$ cat src/rtl/assert_macros.svh
// Assertion macros for RTL files that check themselves; neighbor_alias_table includes them.
// No dependencies; include by bare file name.
`ifndef ASSERT_MACROS_SVH
`define ASSERT_MACROS_SVH

// Same-cycle implication, disabled while reset is high.
`define AST_IMPLY(lbl, clk, rst, lhs, rhs) \
   lbl: assert property (@(posedge clk) disable iff (rst) (lhs) |-> (rhs)) \
      else $error("assertion failed");

// Condition that must hold on every rising clock edge outside reset.
`define AST_ALWAYS(lbl, clk, rst, cond) \
   lbl: assert property (@(posedge clk) disable iff (rst) (cond)) \
      else $error("assertion failed");

`endif

$ cat src/rtl/nat_pkg.sv
// Shared types and constants of the neighbor alias table.
// No dependencies; used by nat_ctrl, nat_dp and neighbor_alias_table.
`default_nettype none
package nat_pkg;
   localparam int TABLE_SLOTS = 32;
   localparam int SLOT_W      = $clog2(TABLE_SLOTS);
   localparam int CNT_W       = 6;
   localparam int ALIAS_SPAN  = 254;

   typedef logic [2:0] mode_type;
   localparam mode_type MODE_HEARD   = 3'd0;
   localparam mode_type MODE_PARTNER = 3'd1;
   localparam mode_type MODE_MATCH   = 3'd2;
   localparam mode_type MODE_LOOKUP  = 3'd3;
   localparam mode_type MODE_QUERY   = 3'd4;
   localparam mode_type MODE_PRUNE   = 3'd5;

   typedef logic [1:0] status_type;
   localparam status_type STAT_OK   = 2'd0;
   localparam status_type STAT_FULL = 2'd1;
   localparam status_type STAT_NONE = 2'd2;

   typedef logic [1:0] csr_index_type;
   localparam csr_index_type CSR_ALIAS_BASE   = 2'd0;
   localparam csr_index_type CSR_IDLE_TIMEOUT = 2'd1;

   typedef enum logic [5:0] {
      ST_IDLE  = 6'b000001,
      ST_SCAN  = 6'b000010,
      ST_ALLOC = 6'b000100,
      ST_RESP  = 6'b001000,
      ST_COUNT = 6'b010000,
      ST_PRUNE = 6'b100000
   } state_type;

   typedef struct packed {
      logic       load;
      logic       idx_clr;
      logic       idx_inc;
      logic       goto_free;
      logic       cand_init;
      logic       cand_step;
      logic       claim;
      logic       touch;
      logic       partner;
      logic       remove;
      logic       rem_inc;
      logic       commit;
      logic       emit;
      logic       emit_use;
      logic       emit_last;
      status_type emit_status;
   } cmd_type;

   typedef struct packed {
      mode_type mode;
      logic     idx_last;
      logic     match;
      logic     free_any;
      logic     expired;
      logic     cand_free;
      logic     cand_last;
      logic     rem_zero;
      logic     prune_last;
   } stat_type;
endpackage
`default_nettype wire

$ cat src/rtl/neighbor_alias_table.sv
// Top level of the neighbor alias table: controller plus datapath.
// Depends on nat_pkg, nat_ctrl, nat_dp and assert_macros.svh.
//
//   channel | ports                        | handshake
//   request | start, busy, req_*           | taken when start && !busy
//   result  | rsp_valid, rsp_*             | one-cycle strobe, no backpressure
//   config  | csr_valid, csr_ready, csr_*  | valid && ready, ready always high
//
// Heard, set-partner, match, lookup and query walk the slots one per cycle. Claiming a
// slot adds a search for a free alias: at most 31 aliases are taken, so the search ends
// within 32 candidates, followed by a response state. Prune makes two walks (count,
// then remove) and emits one beat per removed entry. Unused modes answer from idle.
// Synchronous reset clears the table at once; no clearing pass; the receiver cannot stall.
`default_nettype none
module neighbor_alias_table (
   input  wire logic                   clock,
   input  wire logic                   reset,
   input  wire logic                   start,
   output logic                        busy,
   input  wire nat_pkg::mode_type      req_mode,
   input  wire logic [31:0]            req_node_id,
   input  wire logic [31:0]            req_now_time,
   input  wire logic [7:0]             req_alias_a,
   input  wire logic [7:0]             req_alias_b,
   output logic                        rsp_valid,
   output nat_pkg::status_type         rsp_status,
   output logic [31:0]                 rsp_node_out,
   output logic [7:0]                  rsp_my_alias_out,
   output logic [7:0]                  rsp_their_alias_out,
   output logic [nat_pkg::CNT_W-1:0]   rsp_neighbor_count,
   output logic                        rsp_last,
   input  wire logic                   csr_valid,
   output logic                        csr_ready,
   input  wire nat_pkg::csr_index_type csr_index,
   input  wire logic [31:0]            csr_data
);
   import nat_pkg::*;
   `include "assert_macros.svh"

   cmd_type    cmd;
   stat_type   stat;
   logic       fail_beat, fail_clear;
   logic [3:0] slot_writes;

   assign csr_ready = 1'b1;

   nat_ctrl u_ctrl (
      .clock    (clock),
      .reset    (reset),
      .start    (start),
      .req_mode (req_mode),
      .stat     (stat),
      .cmd      (cmd),
      .busy     (busy)
   );

   nat_dp u_dp (
      .clock               (clock),
      .reset               (reset),
      .cmd                 (cmd),
      .stat                (stat),
      .req_mode            (req_mode),
      .req_node_id         (req_node_id),
      .req_now_time        (req_now_time),
      .req_alias_a         (req_alias_a),
      .req_alias_b         (req_alias_b),
      .csr_valid           (csr_valid && csr_ready),
      .csr_index           (csr_index),
      .csr_data            (csr_data),
      .rsp_valid           (rsp_valid),
      .rsp_status          (rsp_status),
      .rsp_node_out        (rsp_node_out),
      .rsp_my_alias_out    (rsp_my_alias_out),
      .rsp_their_alias_out (rsp_their_alias_out),
      .rsp_neighbor_count  (rsp_neighbor_count),
      .rsp_last            (rsp_last)
   );

   assign fail_beat   = rsp_valid && (rsp_status != STAT_OK);
   assign fail_clear  = (rsp_node_out == 32'd0) && (rsp_my_alias_out == 8'd0);
   assign slot_writes = {cmd.claim, cmd.touch, cmd.partner, cmd.remove};

   `AST_IMPLY(a_fail_zero, clock, reset, fail_beat, fail_clear)
   `AST_IMPLY(a_count_max, clock, reset, rsp_valid, rsp_neighbor_count <= CNT_W'(TABLE_SLOTS))
   `AST_IMPLY(a_remove_emits, clock, reset, cmd.remove, cmd.emit && cmd.emit_use)
   `AST_ALWAYS(a_single_write, clock, reset, $onehot0(slot_writes))
endmodule
`default_nettype wire

$ cat src/rtl/nat_ctrl.sv
// Controller state machine of the neighbor alias table.
// Depends on nat_pkg; drives nat_dp through cmd_type, reads stat_type.
`default_nettype none
module nat_ctrl (
   input  wire logic              clock,
   input  wire logic              reset,
   input  wire logic              start,
   input  wire nat_pkg::mode_type req_mode,
   input  wire nat_pkg::stat_type stat,
   output nat_pkg::cmd_type       cmd,
   output logic                   busy
);
   import nat_pkg::*;

   state_type state_ff, state_in;

   always_ff @(posedge clock) begin
      if (reset) begin
         state_ff <= ST_IDLE;
      end else begin
         state_ff <= state_in;
      end
   end

   assign busy = (state_ff != ST_IDLE);

   always_comb begin
      state_in = state_ff;
      cmd      = '0;
      case (state_ff)
         ST_IDLE: begin
            if (start) begin
               cmd.load = 1'b1;
               case (req_mode)
                  MODE_PRUNE: state_in = ST_COUNT;
                  MODE_HEARD, MODE_PARTNER, MODE_MATCH, MODE_LOOKUP, MODE_QUERY:
                     state_in = ST_SCAN;
                  default: begin
                     cmd.emit        = 1'b1;
                     cmd.emit_last   = 1'b1;
                     cmd.emit_status = STAT_NONE;
                  end
               endcase
            end
         end
         ST_SCAN: begin
            if (stat.match) begin
               cmd.emit        = 1'b1;
               cmd.emit_use    = 1'b1;
               cmd.emit_last   = 1'b1;
               cmd.emit_status = STAT_OK;
               cmd.touch       = (stat.mode == MODE_HEARD);
               cmd.partner     = (stat.mode == MODE_PARTNER);
               state_in        = ST_IDLE;
            end else if (stat.idx_last) begin
               if (stat.mode == MODE_HEARD && stat.free_any) begin
                  cmd.goto_free = 1'b1;
                  cmd.cand_init = 1'b1;
                  state_in      = ST_ALLOC;
               end else begin
                  cmd.emit        = 1'b1;
                  cmd.emit_last   = 1'b1;
                  cmd.emit_status = (stat.mode == MODE_HEARD) ? STAT_FULL : STAT_NONE;
                  state_in        = ST_IDLE;
               end
            end else begin
               cmd.idx_inc = 1'b1;
            end
         end
         ST_ALLOC: begin
            if (stat.cand_free || stat.cand_last) begin
               cmd.claim = 1'b1;
               state_in  = ST_RESP;
            end else begin
               cmd.cand_step = 1'b1;
            end
         end
         ST_RESP: begin
            cmd.emit        = 1'b1;
            cmd.emit_use    = 1'b1;
            cmd.emit_last   = 1'b1;
            cmd.emit_status = STAT_OK;
            state_in        = ST_IDLE;
         end
         ST_COUNT: begin
            cmd.rem_inc = stat.expired;
            if (stat.idx_last) begin
               cmd.commit = 1'b1;
               if (stat.rem_zero) begin
                  cmd.emit        = 1'b1;
                  cmd.emit_last   = 1'b1;
                  cmd.emit_status = STAT_NONE;
                  state_in        = ST_IDLE;
               end else begin
                  cmd.idx_clr = 1'b1;
                  state_in    = ST_PRUNE;
               end
            end else begin
               cmd.idx_inc = 1'b1;
            end
         end
         ST_PRUNE: begin
            if (stat.expired) begin
               cmd.remove      = 1'b1;
               cmd.emit        = 1'b1;
               cmd.emit_use    = 1'b1;
               cmd.emit_last   = stat.prune_last;
               cmd.emit_status = STAT_OK;
            end
            if ((stat.expired && stat.prune_last) || stat.idx_last) begin
               state_in = ST_IDLE;
            end else begin
               cmd.idx_inc = 1'b1;
            end
         end
         default: state_in = ST_IDLE;
      endcase
   end
endmodule
`default_nettype wire

$ cat src/rtl/nat_dp.sv
// Datapath of the neighbor alias table: slot store, alias map, walk counters,
// configuration registers and the result register. Depends on nat_pkg.
`default_nettype none
module nat_dp (
   input  wire logic                   clock,
   input  wire logic                   reset,
   input  wire nat_pkg::cmd_type       cmd,
   output nat_pkg::stat_type           stat,
   input  wire nat_pkg::mode_type      req_mode,
   input  wire logic [31:0]            req_node_id,
   input  wire logic [31:0]            req_now_time,
   input  wire logic [7:0]             req_alias_a,
   input  wire logic [7:0]             req_alias_b,
   input  wire logic                   csr_valid,
   input  wire nat_pkg::csr_index_type csr_index,
   input  wire logic [31:0]            csr_data,
   output logic                        rsp_valid,
   output nat_pkg::status_type         rsp_status,
   output logic [31:0]                 rsp_node_out,
   output logic [7:0]                  rsp_my_alias_out,
   output logic [7:0]                  rsp_their_alias_out,
   output logic [nat_pkg::CNT_W-1:0]   rsp_neighbor_count,
   output logic                        rsp_last
);
   import nat_pkg::*;

   logic [7:0]  alias_base_ff;
   logic [31:0] idle_timeout_ff;

   mode_type    mode_ff;
   logic [31:0] id_ff, now_ff;
   logic [7:0]  a_ff, b_ff;

   logic [TABLE_SLOTS-1:0] valid_ff;
   logic [31:0] node_ff  [TABLE_SLOTS];
   logic [7:0]  my_ff    [TABLE_SLOTS];
   logic [7:0]  their_ff [TABLE_SLOTS];
   logic [31:0] heard_ff [TABLE_SLOTS];
   logic [255:0] used_ff;

   logic [SLOT_W-1:0] idx_ff, free_idx_ff;
   logic              free_found_ff;
   logic [7:0]        cand_ff, k_ff;
   logic [CNT_W-1:0]  count_ff, rem_ff, emitted_ff;

   logic [31:0] age;
   logic        node_hit, alias_hit, cur_free;
   logic [7:0]  base_mod, new_alias;
   logic [CNT_W-1:0] rem_total;

   assign cur_free  = !valid_ff[idx_ff];
   assign node_hit  = valid_ff[idx_ff] && (node_ff[idx_ff] == id_ff);
   assign alias_hit = (a_ff != 8'd0) && valid_ff[idx_ff] && (my_ff[idx_ff] == a_ff)
                      && (mode_ff == MODE_LOOKUP || their_ff[idx_ff] == b_ff);
   assign age       = now_ff - heard_ff[idx_ff];
   assign rem_total = rem_ff + CNT_W'(stat.expired);
   assign base_mod  = (alias_base_ff >= 8'(ALIAS_SPAN)) ? alias_base_ff - 8'(ALIAS_SPAN)
                                                        : alias_base_ff;
   assign new_alias = used_ff[cand_ff] ? 8'd0 : cand_ff;

   always_comb begin
      stat            = '0;
      stat.mode       = mode_ff;
      stat.idx_last   = (idx_ff == SLOT_W'(TABLE_SLOTS - 1));
      stat.match      = (mode_ff == MODE_MATCH || mode_ff == MODE_LOOKUP) ? alias_hit : node_hit;
      stat.free_any   = free_found_ff || cur_free;
      stat.expired    = valid_ff[idx_ff] && (age > idle_timeout_ff);
      stat.cand_free  = !used_ff[cand_ff];
      stat.cand_last  = (k_ff == 8'(ALIAS_SPAN - 1));
      stat.rem_zero   = (rem_total == '0);
      stat.prune_last = ((emitted_ff + CNT_W'(1)) == rem_ff);
   end

   // configuration, control counters and maps
   always_ff @(posedge clock) begin
      if (reset) begin
         alias_base_ff   <= 8'd0;
         idle_timeout_ff <= 32'd60000;
         valid_ff        <= '0;
         used_ff         <= '0;
         count_ff        <= '0;
         rsp_valid       <= 1'b0;
      end else begin
         if (csr_valid) begin
            case (csr_index)
               CSR_ALIAS_BASE:   alias_base_ff   <= csr_data[7:0];
               CSR_IDLE_TIMEOUT: idle_timeout_ff <= csr_data;
               default: ;
            endcase
         end
         if (cmd.claim) begin
            valid_ff[idx_ff] <= 1'b1;
            if (new_alias != 8'd0) used_ff[new_alias] <= 1'b1;
            count_ff <= count_ff + CNT_W'(1);
         end
         if (cmd.remove) begin
            valid_ff[idx_ff]      <= 1'b0;
            used_ff[my_ff[idx_ff]] <= 1'b0;
         end
         if (cmd.commit) count_ff <= count_ff - rem_total;
         rsp_valid <= cmd.emit;
      end
   end

   // walk state and latched request
   always_ff @(posedge clock) begin
      if (cmd.load) begin
         mode_ff       <= req_mode;
         id_ff         <= req_node_id;
         now_ff        <= req_now_time;
         a_ff          <= req_alias_a;
         b_ff          <= req_alias_b;
         idx_ff        <= '0;
         free_found_ff <= 1'b0;
         free_idx_ff   <= '0;
         rem_ff        <= '0;
         emitted_ff    <= '0;
      end else begin
         if (cmd.idx_clr) idx_ff <= '0;
         if (cmd.idx_inc) begin
            idx_ff <= idx_ff + SLOT_W'(1);
            if (cur_free && !free_found_ff) begin
               free_found_ff <= 1'b1;
               free_idx_ff   <= idx_ff;
            end
         end
         if (cmd.goto_free && free_found_ff) idx_ff <= free_idx_ff;
         if (cmd.rem_inc) rem_ff <= rem_ff + CNT_W'(1);
         if (cmd.remove)  emitted_ff <= emitted_ff + CNT_W'(1);
      end
      if (cmd.cand_init) begin
         cand_ff <= base_mod + 8'd1;
         k_ff    <= 8'd0;
      end else if (cmd.cand_step) begin
         cand_ff <= (cand_ff == 8'(ALIAS_SPAN)) ? 8'd1 : cand_ff + 8'd1;
         k_ff    <= k_ff + 8'd1;
      end
   end

   // slot payload store
   always_ff @(posedge clock) begin
      if (cmd.claim) begin
         node_ff[idx_ff]  <= id_ff;
         my_ff[idx_ff]    <= new_alias;
         their_ff[idx_ff] <= 8'd0;
         heard_ff[idx_ff] <= now_ff;
      end
      if (cmd.touch)   heard_ff[idx_ff] <= now_ff;
      if (cmd.partner) their_ff[idx_ff] <= a_ff;
   end

   // result register
   always_ff @(posedge clock) begin
      if (cmd.emit) begin
         rsp_status          <= cmd.emit_status;
         rsp_node_out        <= cmd.emit_use ? node_ff[idx_ff] : 32'd0;
         rsp_my_alias_out    <= cmd.emit_use ? my_ff[idx_ff] : 8'd0;
         rsp_their_alias_out <= !cmd.emit_use ? 8'd0 : (cmd.partner ? a_ff : their_ff[idx_ff]);
         rsp_neighbor_count  <= cmd.commit ? count_ff - rem_total : count_ff;
         rsp_last            <= cmd.emit_last;
      end
   end
endmodule
`default_nettype wire

$ cat config.mk
export PLATFORM = sky130hd
export DESIGN_NAME = neighbor_alias_table
export DESIGN_NICKNAME = d
export VERILOG_FILES = /design/src/rtl/nat_pkg.sv /design/src/rtl/neighbor_alias_table.sv /design/src/rtl/nat_ctrl.sv /design/src/rtl/nat_dp.sv
export VERILOG_INCLUDE_DIRS = /design/src /design/src/rtl
export SDC_FILE = /design/constraint.sdc
export NUM_CORES = 2
export LEC_CHECK = 0
export BUFFER_PORTS_ARGS = -buffer_cell sky130_fd_sc_hd__buf_4
export CORE_MARGIN = 3
export CORE_UTILIZATION = 49
export DETAILED_ROUTE_END_ITERATION = 10
export PLACE_DENSITY = 0.7
export SLEW_MARGIN = 10
export SYNTH_ARGS = -nofsm -noshare
export SYNTH_HDL_FRONTEND = slang
export SYNTH_SLANG_ARGS = --single-unit
$ cat constraint.sdc
create_clock -name clock -period 18.4 [get_ports clock]
set_input_delay 1.84 -clock clock [delete_from_list [all_inputs] [get_ports clock]]
set_output_delay 1.84 -clock clock [all_outputs]
set_load 0.01 [all_outputs]
== After elaboration in Yosys (flattened, before gate mapping) ==
Memories as Yosys holds them, arrays and structs flattened. A register that Yosys moved wholly into a read port is not among the register bits.
Index checks and enable logic that the tools add are counted.

* Register bits: 520
* Input port bits: 121
* Memories kept: 4
* Bits in writable memories: 2560
* Word-level logic and storage cells: 217

* Reduce and logical (&&, ||, !) cells: 35
* Add/sub/neg operators: 11
* Eq/ne operators: 29
* Bitwise operators: 8
* Multiplexer cells: 96
* Magnitude comparators: 9

{| class="wikitable"
|+ Memory list
! name !! depth !! width !! rd ports !! clocked after Yosys merged registers in !! write ports !! RTL line !! text
|-
| u_dp.heard_ff || 32 || 32 || 1 || 1 || 1 || nat_dp.sv:38 || <nowiki>logic [31:0] heard_ff [TABLE_SLOTS];</nowiki>
|-
| u_dp.node_ff || 32 || 32 || 1 || 1 || 1 || nat_dp.sv:35 || <nowiki>logic [31:0] node_ff [TABLE_SLOTS];</nowiki>
|-
| u_dp.my_ff || 32 || 8 || 1 || 1 || 1 || nat_dp.sv:36 || <nowiki>logic [7:0] my_ff [TABLE_SLOTS];</nowiki>
|-
| u_dp.their_ff || 32 || 8 || 1 || 1 || 1 || nat_dp.sv:37 || <nowiki>logic [7:0] their_ff [TABLE_SLOTS];</nowiki>
|}

{| class="wikitable"
|+ Operator list
! kind !! count
|-
| two-way mux 256 bit || 4
|-
| bitwise AND 256 bit || 1
|-
| inverter 256 bit || 1
|-
| OR 256 bit || 1
|-
| two-way mux 32 bit || 4
|-
| two-way mux 5 bit || 12
|-
| two-way mux 6 bit || 10
|-
| two-way mux 8 bit || 7
|-
| bitwise AND 32 bit || 1
|-
| equality test 32 bit || 1
|-
| greater-than comparator 32 bit || 1
|-
| inverter 32 bit || 1
|-
| OR 32 bit || 1
|-
| subtractor 32 bit || 1
|-
| two-way mux 1 bit || 30
|-
| case mux 6 bit (5 select lines) || 1
|-
| < comparator 8 x 9 -> 1 bit, second input constant || 3
|-
| two-way mux 3 bit || 9
|-
| adder 8 x 1 -> 8 bit, second input constant || 3
|-
| adder 6 x 1 -> 6 bit, second input constant || 3
|-
| two-way mux 2 bit || 9
|-
| demux 1 bit (select 8 bit) || 2
|-
| equality test 8 bit || 2
|-
| equality test 8 bit, second input constant || 2
|-
| other kinds (46) || 78
|}

== Longest topological paths before layout ==
* Depth after elaboration: 13
* Depth in mapped cells: 46
* Depth with buffers taken out: 36

== Cells and area by module ==
From an unflattened synthesis, not the netlist that was laid out.

* Cells, all modules: 6681
* Area total of the unflattened synthesis: 123798.7 µm²

{| class="wikitable"
|+ By module, submodules not included
! module !! cells an instance !! seq. area each (µm²) !! area each (µm²) !! times used
|-
| nat_dp || 6602 || 88745.1 || 123173.1 || 1
|-
| nat_ctrl || 77 || 120.1 || 614.3 || 1
|-
| neighbor_alias_table || 2 || 0.0 || 11.3 || 1
|}

== Worst setup path after synthesis ==
OpenSTA, ideal clock, no wires.

* Path kind: reg2reg
* Start point: register (tool-made name)
* End point: register u_dp.rsp_last, enable pin
* Stages on the path, launching flop included: 43
* Library setup time: 0.416 ns
* Arrival time: 10.018 ns
* Data required time: 17.984 ns
* Path slack: 7.966 ns
* Period minus slack after synthesis: 10.434 ns
* Buffers on the path: 10
* Path through: dfxtp_1 buf_6 buf_8 buf_8 buf_8 buf_6 buf_4 buf_4 buf_2 clkbuf_1 clkbuf_1 mux4_2 mux4_2 mux2i_1 ha_1 a21o_1 a21oi_1 o21ai_0 [... 7 more ...] a21oi_1 xnor2_1 ha_1 nand4_1 nor4_1 o221a_2 nor3_1 nor2_1 ha_1 ha_1 nand3_1 xor2_1 nand3_1 nor4b_1 nand2_1 o21ai_0 a21oi_1 nand2_1

{| class="wikitable"
|+ RTL lines
! what !! RTL line !! text
|-
| end signal: assignment || nat_dp.sv:160 || <nowiki>rsp_last <= cmd.emit_last;</nowiki>
|-
| end: declaration || nat_dp.sv:23 || <nowiki>output logic rsp_last</nowiki>
|}

==> metrics <==
Peak Freq 86.83 MHz; global-route wire length before repair 502,700 um; Ys Warns 0; Post-synth ARST share 0%; post-detailed-route count of antenna-violating nets 0; Synth area leader edfxtp_1; largest delay contributor family on the critical path compound AO/OA/AOI/OAI gates; Bufs on Longest Clock Path 4; slowest CP cell buf_4; Hold/Removal Path Class reg -> reg; largest net degree at the start of global routing 127; RSZ-0062 raised after global routing false; Clock Skew 0.1110 ns; synth top area cells edfxtp_1, mux4_2, dfxtp_1; Setup Total Neg Slack 0 ns; CTS tree done; total die area 0.2587 mm2; Post-Synthesis Cells 6,815; Iteration-0 DRC Markers 10,420; hold path depth 2; clk_lat worst skew 0.99 ns; most used cell along the critical path ha_1; Die H 508.7 um; WP data required 18.95 ns; maximum vdd ir drop 0.08116 mV; Worst setup EP type flop; post-synthesis sequential area ratio 71.77%; H-tree depth 5; final setup vio count 0; register bit total from synthesis 3,085; gpl congestion 0.9058; detailed placement HPWL 193,200 um; Die W 508.7 um; Yosys top cell area share 65.68%; Core Rows 183; Slew @ Worst Pin 1.335 ns; DR pass1 iterations 7; Tcrit/Tclk final 62.59%; Sink Count 3,085; fin crit period 11.52 ns; Worst path depth 34; Netlist Area Pre-Place 0.1238 mm2; TritonCTS Buffers 327; Via density 6.536; CP Buf/Inv Count 4; Final Max Slew Viols 0; PortBufs 179; CP arrival 12.07 ns; Max Cap Viol 0; Core Util, Final 55.91%; unique cell type count in the Yosys netlist 99; CP max FO 48; Highest Signal Layer met4; Startpoint Class flop; dominant synthesized flop cell edfxtp_1; met3 routed WL 38,640 um; Post-Place Cells 10,100; drt drc 0; # IOs 181; power density over cell area 106.6 mW/mm2; peak per-stage delay on the critical path 0.85 ns; Initial Util 49.52%; Leakage 42.64 nW; vias in the first global route 68,500; core footprint 0.2500 mm2; critical path class reg -> reg; total nets after synthesis 7,023; Resized Gates After CTS 0; Fin. Hold Viols 0; r2r setup slk 6.88 ns; share of cells above drive strength 1 22.94%; WL final 354,900 um; non-filler cells, final 10,680; wire length per cell 33.24 um; Syn-to-layout area delta 12.92%; Syn Area/Cell 18.17 um2; met1 WL 133,300 um; root buffer cell clkbuf_16; outcome completed; Total GRT Usage 27.09%; Post-CTS Setup Inserts 0; Post-synth EDFFs 2,708; initial antenna violation count 10; met2 wire length 168,700 um; worst-case reg-to-reg path depth 34; CTS Hold Buffers Added 0; routed vias 69,780; Worst slew margin 10.79%; clk slew on worst S/H paths 0.06 ns; Fillers 18,560; GRT overflow 0; Nets 7,302
==> kinds of logic (layout without fill, tap and decap cells) <==
group	Yosys count	after routing	synth area share, %
flip-flops	3085	3085	71.77
AO/OA/AOI/OAI	1027	1027	5.530
multiplexers	1013	1013	15.12
AND/OR/NAND/NOR	998	998	4.015
buffers and inverters	490	1012	1.857
XOR/XNOR	114	114	0.8064
adder cells (fa/ha/maj)	87	87	0.8913
other	1	11	0.003029
==> final cells by class <==
cell class / count / area [um2] / share of cell area [%]
antenna: 10 / 25.02 / 0.01790
clock buffer: 429 / 8887 / 6.357
clock inverter: 143 / 1410 / 1.009
inverter: 66 / 255.2 / 0.1826
multi-input combinational: 3240 / 33300 / 23.82
sequential: 3085 / 88880 / 63.58
tap: 3330 / 4167 / 2.980
timing repair buffer: 374 / 2878 / 2.058
==> per-stage QoR <==
stage | power [mW] | setup slack, ns | instance area (um2) | hold WS, ns
4_1_cts | 14.96 | 6.809 | 139800 | 0.4586
6_report | 14.91 | 6.883 | 139800 | 0.4568
5_1_grt | 15.30 | 6.025 | 139800 | 0.4753
3_3_place_gp | 8.622 | 6.760 | 129500 | 0.4329
2_1_floorplan | 8.384 | 7.966 | 123800 | 0.4241
3_5_place_dp | 8.640 | 6.821 | 129500 | 0.4502
==> flip-flops by register name, summed over array words and instances (netlist names), 8 cells and up, named ones only <==
register and cells:
u_dp.heard_ff 1024, u_dp.node_ff 1024, u_dp.my_ff 256, u_dp.their_ff 256
u_dp.used_ff 256, u_dp.id_ff 32, u_dp.idle_timeout_ff 32, u_dp.now_ff 32
u_dp.rsp_node_out 32, u_dp.valid_ff 32, u_dp.a_ff 8, u_dp.alias_base_ff 8
u_dp.b_ff 8, u_dp.cand_ff 8, u_dp.k_ff 8, u_dp.rsp_my_alias_out 8
u_dp.rsp_their_alias_out 8
==> report_power, final <==
part	internal [mW]	switching, mW	leakage [nW]
combinational	0.316	0.434	10.6
sequential	7.66	0.0861	27.0
clock	3.77	2.64	5.03
total	11.7	3.16	42.6
==> routing by layer <==
metal,track usage (%),up-vias
met1,37.13,36390
met4,10.18,0
met3,6.267,750
met2,42.61,4451
li1,-,28200
met5,0,-
==> cell usage in the layout, fill, tap and decap left out, types with 16 or more instances in the layout <==
cell type  instances
nor3_1            25
clkbuf_16        336
inv_1             64
a31oi_1           18
nor4_1            16
mux4_2           674
mux2i_1          314
nor2b_1           37
nor2_4            84
a21oi_1          354
xnor2_1           62
and2_1            32
a22oi_1          108
ha_1              85
clkinv_1          50
nor2_2            31
buf_4            368
a21o_1            26
clkbuf_1          80
a311oi_1          21
and3_1            21
xor2_1            52
nand2b_1          37
bufinv_16         27
nand4_1           24
o22ai_1           29
mux2_2            17
nand2_1          221
a22o_1            28
dfxtp_1          372
nor2_1           250
clkinv_2          48
o21a_1            19
nand3_1          101
o21ai_0           50
a211oi_1         280
edfxtp_1        2708
==> worst register-to-register path, delay by kind of cell, from the launching register on <==
family / cells / cell delay [ns]
compound gates: 13 / 2.60
buf+inv: 4 / 2.51
simple gates: 8 / 2.13
mux: 3 / 1.48
fa+ha+maj: 4 / 1.11
flops: 1 / 0.84
xor+xnor: 2 / 0.35
==> final timing paths <==
path                                                             from                               endpoint
worst max-delay path                                             flop    u_dp.rsp_node_out[27]$_SDFFCE_PN0P_
worst min-delay path            u_dp.idle_timeout_ff[25]$_SDFFE_PP0P_  u_dp.idle_timeout_ff[25]$_SDFFE_PP0P_
worst max register to register                                   flop    u_dp.rsp_node_out[27]$_SDFFCE_PN0P_
worst min register to register  u_dp.idle_timeout_ff[25]$_SDFFE_PP0P_  u_dp.idle_timeout_ff[25]$_SDFFE_PP0P_
==> synth_stat cells (15+ instances only) <==
master and n:
dfxtp_1 377, buf_6 19, and2_1 34, ha_1 85, nand2_1 223, mux2_2 17
nor2_4 18, a211oi_1 280, or2_2 15, nor2_2 17, a21oi_1 356, a21o_1 26
and3_1 21, o21a_1 19, a31oi_1 18, edfxtp_1 2708, nand4_1 24, mux4_2 674
a311oi_1 21, a22o_1 28, nand3_1 101, buf_1 43, xor2_1 52, nor2b_1 46
xnor2_1 62, nor4_1 18, nand2b_1 37, o21ai_0 50, inv_1 64, o22ai_1 29
mux2i_1 314, nor2_1 330, clkbuf_1 223, buf_4 27, buf_2 103, nor3_1 26
a22oi_1 108
No activity file was read; power rests on OpenSTA's default activity.
